### src/rtl/assert_macros.svh
// Assertion helpers for the RTL.
`ifndef ASSERT_MACROS_SVH
`define ASSERT_MACROS_SVH

// Checks a property on every rising edge of clk while reset is released.
`define ASSERT_CLK(label, clk, rst_n, prop, msg) \
	label: assert property (@(posedge clk) disable iff (!(rst_n)) (prop)) else $error(msg);

// Checks that one condition is followed by another on the next edge.
`define ASSERT_NEXT(label, clk, rst_n, cond, prop, msg) \
	label: assert property (@(posedge clk) disable iff (!(rst_n)) (cond) |=> (prop)) \
		else $error(msg);

`endif

### src/rtl/vfa_pkg.sv
package vfa_pkg;

	localparam int COMP_W    = 32;
	localparam int FRAC_W    = 16;
	localparam int PROD_W    = 2 * COMP_W;
	localparam int SUM_W     = PROD_W + 2;
	localparam int WIDE_W    = PROD_W + 4;
	localparam int ROOT_W    = SUM_W / 2;
	localparam int SQ_STEPS  = ROOT_W;
	localparam int SQ_REM_W  = ROOT_W + 3;
	localparam int NUM_W     = COMP_W + FRAC_W;
	localparam int DIV_STEPS = NUM_W;
	localparam int DEN_W     = ROOT_W;
	localparam int REM_W     = DEN_W + 1;
	localparam int LANES     = 3;

	localparam logic signed [WIDE_W-1:0] SAT_MAX =
		{{(WIDE_W-COMP_W+1){1'b0}}, {(COMP_W-1){1'b1}}};
	localparam logic signed [WIDE_W-1:0] SAT_MIN =
		{{(WIDE_W-COMP_W+1){1'b1}}, {(COMP_W-1){1'b0}}};

	typedef enum logic [3:0] {
		MODE_ADD   = 4'd0,
		MODE_SUB   = 4'd1,
		MODE_CROSS = 4'd2,
		MODE_DOT   = 4'd3,
		MODE_SCALE = 4'd4,
		MODE_DIV   = 4'd5,
		MODE_NEG   = 4'd6,
		MODE_CMP   = 4'd7,
		MODE_NORM  = 4'd8,
		MODE_LEN   = 4'd9
	} mode_t;

	typedef logic signed [COMP_W-1:0] comp_t;

	typedef struct packed {
		logic [3:0]                    mode;
		logic [LANES-1:0][COMP_W-1:0]  a;
		logic [COMP_W-1:0]             f;
		logic [LANES-1:0][COMP_W-1:0]  res;
		logic [COMP_W-1:0]             scalar;
		logic                          eq;
		logic [ROOT_W-1:0]             root;
	} side_t;

	typedef struct packed {
		logic [LANES-1:0][COMP_W-1:0]  r;
		logic [COMP_W-1:0]             scalar;
		logic                          eq;
		logic                          derr;
	} res_t;

	function automatic comp_t sat_c(input logic signed [WIDE_W-1:0] x);
		comp_t y;
		if (x < SAT_MIN) begin
			y = SAT_MIN[COMP_W-1:0];
		end else if (x > SAT_MAX) begin
			y = SAT_MAX[COMP_W-1:0];
		end else begin
			y = x[COMP_W-1:0];
		end
		return y;
	endfunction

endpackage

### src/rtl/vfa_isqrt.sv
module vfa_isqrt (
	input  logic                          clk,
	input  logic                          en,
	input  logic [vfa_pkg::SUM_W-1:0]     radicand,
	output logic [vfa_pkg::ROOT_W-1:0]    root
);

	logic [vfa_pkg::SQ_REM_W-1:0] rem_q  [vfa_pkg::SQ_STEPS-1];
	logic [vfa_pkg::SUM_W-1:0]    x_q    [vfa_pkg::SQ_STEPS-1];
	logic [vfa_pkg::ROOT_W-1:0]   root_q [vfa_pkg::SQ_STEPS];

	for (genvar k = 0; k < vfa_pkg::SQ_STEPS; k++) begin : g_st
		logic [vfa_pkg::SQ_REM_W-1:0] rem_in;
		logic [vfa_pkg::SQ_REM_W-1:0] rem_try;
		logic [vfa_pkg::SQ_REM_W-1:0] trial;
		logic [vfa_pkg::SQ_REM_W-1:0] rem_nx;
		logic [vfa_pkg::ROOT_W-1:0]   root_in;
		logic [vfa_pkg::ROOT_W-1:0]   root_nx;
		logic [vfa_pkg::SUM_W-1:0]    x_in;

		if (k == 0) begin : g_first
			assign rem_in  = '0;
			assign root_in = '0;
			assign x_in    = radicand;
		end else begin : g_next
			assign rem_in  = rem_q[k-1];
			assign root_in = root_q[k-1];
			assign x_in    = x_q[k-1];
		end

		always_comb begin
			rem_try = {rem_in[vfa_pkg::SQ_REM_W-3:0], x_in[vfa_pkg::SUM_W-1 -: 2]};
			trial   = {1'b0, root_in, 2'b01};
			if (rem_try >= trial) begin
				rem_nx  = rem_try - trial;
				root_nx = {root_in[vfa_pkg::ROOT_W-2:0], 1'b1};
			end else begin
				rem_nx  = rem_try;
				root_nx = {root_in[vfa_pkg::ROOT_W-2:0], 1'b0};
			end
		end

		always_ff @(posedge clk) begin
			if (en) begin
				root_q[k] <= root_nx;
			end
		end

		if (k < vfa_pkg::SQ_STEPS - 1) begin : g_carry
			always_ff @(posedge clk) begin
				if (en) begin
					rem_q[k] <= rem_nx;
					x_q[k]   <= x_in << 2;
				end
			end
		end
	end

	assign root = root_q[vfa_pkg::SQ_STEPS-1];

endmodule

### config.mk
export PLATFORM = sky130hd
export DESIGN_NAME = vfa_isqrt
export DESIGN_NICKNAME = d
export VERILOG_FILES = /design/src/rtl/assert_macros.svh /design/src/rtl/vfa_pkg.sv /design/src/rtl/vfa_isqrt.sv
export SDC_FILE = /design/constraint.sdc
export NUM_CORES = 2
export LEC_CHECK = 0
export BUFFER_PORTS_ARGS = -buffer_cell sky130_fd_sc_hd__buf_2
export CAP_MARGIN = 20
export CORE_AREA = 2 2 501 627
export DETAILED_ROUTE_END_ITERATION = 12
export DIE_AREA = 0 0 503 629
export GPL_TIMING_DRIVEN = 0
export SYNTH_ARGS = -nofsm -noshare
export SYNTH_HDL_FRONTEND = slang
export SYNTH_MEMORY_MAX_BITS = 65536
export SYNTH_SLANG_ARGS = --single-unit
### constraint.sdc
create_clock -name clk -period 8.3 [get_ports clk]
set_input_delay 0.83 -clock clk [delete_from_list [all_inputs] [get_ports clk]]
set_output_delay 0.83 -clock clk [all_outputs]
set_load 0.01 [all_outputs]
==> results.py <==
metrics = {
    "clock_network": {
        "ctsResizeCount": 0,
        "clk_pin_slew_ns": 0.06,
        "post-cts-setup-buffers": 0,
        "cts_tree": "built",
        "cts_buffer_depth": 4,
        "clock-sinks": 2654,
        "holdBufCountCts": 0,
        "cts-root-buf": "clkbuf_16",
        "cts_made_buffers": 296,
        "clk_latency_ns": 0.88,
        "h-tree-depth": 5,
    },
    "layout": {
        "drive_above_1_share": 0.06660,
        "fill_cells": 28060,
        "ff_latch_area_um2": 79700,
        "final_area_um2": 139300,
        "nNetsFinal": 10720,
        "multi_input_area_um2": 40450,
        "areaGrowthSynthToFinish_pct": 12.64,
        "layout.cells.non_filler": 14450,
    },
    "critical_path": {
        "path_delay_family": "compound AO/OA/AOI/OAI gates",
        "max_stage_delay_ns": 0.77,
        "slowest_stage": "a21boi_1",
        "cp.arrival_ns": 5.84,
        "startpoint_type": "flip-flop",
        "crit_required_ns": 8.82,
        "cp-end-kind": "flip-flop",
        "cp_max_fo": 10,
        "crit_chain": "inv_1 > ha_1 > nand2b_1 > a21oi_1 > o21ai_0 > a31o_2 > o221ai_1 > o31ai_1 > a21boi_1 > clkbuf_1 > clkbuf_1 > a21oi_1",
        "critPathKind": "flip-flop to flip-flop",
        "crit_buf_inv": 3,
    },
    "logic_synthesis": {
        "async_reset_ff_frac": 0,
        "netlist_instances": 9628,
        "synth-simple-area-share": 0.09881,
        "yosysSeqAreaShare": 0.6447,
        "synth_xor_area_frac": 0.06249,
        "synth_nets": 10290,
        "synth-seq-cells": 2654,
        "synth_compound_area_frac": 0.09995,
        "synth.cell_area_um2": 123600,
        "yosys_warnings": 0,
        "synth_top_flop_cell": "edfxtp_1",
        "synthMuxAreaShare": 0.005425,
        "synth_top_family_by_area": "compound AO/OA/AOI/OAI gates",
        "ys_types": 83,
        "synth_edf_count": 2654,
        "synthAdderAreaFrac": 0.06032,
        "avgSynthCellArea_um2": 12.84,
    },
    "power": {
        "ir_drop_v": 0.0001849,
        "internal_power_mw": 27.81,
        "power_switching_mw": 11.55,
        "clockPowerShare": 0.322,
        "p_comb_frac": 0.216,
        "seq_power_share": 0.462,
        "cellPowerDensity_nw_per_um2": 282.6,
        "cellLeakagePower_nw": 52.53,
        "swShare": 0.2935,
        "p_total_mw": 39.36,
    },
    "hold_path": {
        "hold_path_class": "input port to flip-flop",
    },
    "routing": {
        "dr.pass1.iters": 7,
        "via_count": 74520,
        "viasPerCell": 5.158,
        "drtIter0Drc": 4788,
        "antenna_left": 0,
        "drt-wirelength-per-cell_um": 19.16,
        "drc_errors": 0,
        "drt_wl_total_um": 276900,
    },
    "floorplanning": {
        "chipWidth_um": 503,
        "io_pins": 101,
        "fp.dieH_um": 629,
        "start_util": 0.3980,
        "core_um2": 310600,
        "dieArea_um2": 316400,
        "row_count": 229,
    },
    "sta": {
        "fin_skew_ns": 0.06859,
        "fin_setup_tns_ns": 0,
        "setup_viol": 0,
        "finalHoldViolations": 0,
        "timing.fmax_mhz": 188.0,
        "post-route-period-util": 0.6408,
        "worstMarginPinSlew_ns": 1.202,
        "rsz0062_at_grt": "no",
        "slew_headroom": 0.1988,
        "slew_viol_final": 0,
        "finalCriticalPeriod_ns": 5.319,
    },
    "grt": {
        "grt_pass1_wl_um": 427000,
        "met3_usage": 0.02486,
        "use_met2": 0.3219,
        "grt_usage": 0.1715,
        "grt_pass1_vias": 75450,
        "grt_max_degree": 180,
        "busiest_layer": "met2",
        "grt_use_met1": 0.1883,
        "gr-total-overflow": 0,
        "antenna_found_initial": 7,
    },
    "placement": {
        "place_congestion": 0.9361,
        "io_buffers": 100,
        "place_inst": 13910,
        "hpwl_um": 205500,
        "place_area_um2": 129900,
    },
    "status": {
        "status": "finished, final reports clean",
    },
    "run": {
        "max_cap_viol_count": 0,
    },
}
==> kinds of logic (layout without fill, tap and decap cells) <==
| group | after synthesis | after routing |
|---|---|---|
| adder cells (fa/ha/maj) | 596 | 596 |
| AO/OA/AOI/OAI | 2004 | 2004 |
| flip-flops | 2654 | 2654 |
| buffers and inverters | 930 | 1588 |
| AND/OR/NAND/NOR | 2500 | 2500 |
| other | 1 | 5 |
| multiplexers | 61 | 61 |
| XOR/XNOR | 882 | 882 |
==> cell type report <==
| type | instances | area share |
|---|---|---|
| tap | 4158 | 0.03736 |
| inverter | 743 | 0.02003 |
| buffer | 187 | 0.005121 |
| timing repair buffer | 130 | 0.007610 |
| clock buffer | 353 | 0.05580 |
| sequential | 2654 | 0.5723 |
| antenna | 4 | 0.00007188 |
| clock inverter | 175 | 0.01125 |
| multi-input combinational | 6044 | 0.2904 |
==> synthesized netlist by cell type, drive strengths merged, types with 10 or more instances <==
cell / n / share of area
nor3b: 13 / 0.00079
and2: 34 / 0.0017
o31ai: 68 / 0.0041
a21boi: 27 / 0.0016
or3: 116 / 0.0059
and4: 12 / 0.00085
a31oi: 48 / 0.0024
nand2b: 105 / 0.0053
and3: 50 / 0.0025
nor4b: 16 / 0.0011
buf: 12 / 0.00046
mux2i: 13 / 0.0011
xnor2: 403 / 0.029
nor2: 555 / 0.017
nand2: 738 / 0.022
a31o: 16 / 0.0011
edfxtp: 2654 / 0.64
ha: 596 / 0.060
a21o: 255 / 0.015
nor2b: 82 / 0.0041
o21ai: 603 / 0.024
o2111ai: 12 / 0.00085
or2: 52 / 0.0026
clkbuf: 175 / 0.0053
xor2: 479 / 0.034
inv: 741 / 0.022
o311ai: 16 / 0.0011
a2111oi: 11 / 0.00078
o31a: 14 / 0.00099
o21bai: 56 / 0.0034
nand4b: 20 / 0.0014
o211ai: 58 / 0.0035
or4: 56 / 0.0034
nand4: 93 / 0.0047
a21oi: 554 / 0.022
o21a: 95 / 0.0058
mux2: 48 / 0.0044
nor4: 130 / 0.0066
a221oi: 10 / 0.00071
a211oi: 54 / 0.0033
nand3b: 23 / 0.0014
nand3: 170 / 0.0070
nor3: 221 / 0.0089
a211o: 17 / 0.0012
==> sequential cells by signal, indices dropped and copies added, names as in the netlist <==
register / cells
x_q: 1056
rem_q: 1037
root_q: 561
==> metrics by stage <==
stage            util  setup WS [ns]  hold slack [ns]
2_1_floorplan       -          4.594           0.4003
3_5_place_dp   0.4182          2.423           0.4045
3_3_place_gp   0.4164         -35.20           0.4005
4_1_cts        0.4482          2.870          0.02838
6_report       0.4483          2.981           0.1253
5_1_grt        0.4483          2.694          0.04996
==> power by group through the flow <==
stage	Clock, mW	Combinational [mW]	Sequential, mW
finish	12.7	8.52	18.2
global route	13.7	9.48	18.4
CTS	13.2	8.53	18.2
detailed placement	0	8.49	18.5
global placement	0	8.38	19.5
floorplan	0	6.07	17.9
==> path summary, 6_finish.rpt <==
| check | depth (start not counted) | startpoint | end | slack, ns |
|---|---|---|---|---|
| setup / recovery | 12 | x_q[1][831] | rem_q[1][496] | 2.98 |
| hold / removal | 1 | radicand[22] | x_q[0][22] | 0.13 |
| setup reg to reg | 12 | x_q[1][831] | rem_q[1][496] | 2.98 |
| hold reg to reg | 0 | x_q[1][376] | x_q[1][442] | 0.39 |
==> layer usage <==
layer | up-vias | part of all wire
met5 | - | 0
met4 | 0 | 0.048
met3 | 615 | 0.037
met2 | 1592 | 0.53
met1 | 35810 | 0.38
li1 | 36510 | -
==> placed cells by master, fill, tap and decap left out, drive strengths merged, types with 52 or more instances in the layout <==
master  count
xor2      479
o31ai      68
or3       116
o211ai     58
o21a       95
clkbuf    531
nand3     170
nor2b      82
nor4      130
nand4      93
ha        596
o21bai     56
nor2      555
inv       756
a21o      255
o21ai     603
a211oi     54
buf       138
nand2b    105
or2        52
xnor2     403
nand2     738
nor3      221
or4        56
edfxtp   2654
clkinv    129
a21oi     554
No activity file was read; power rests on OpenSTA's default activity.
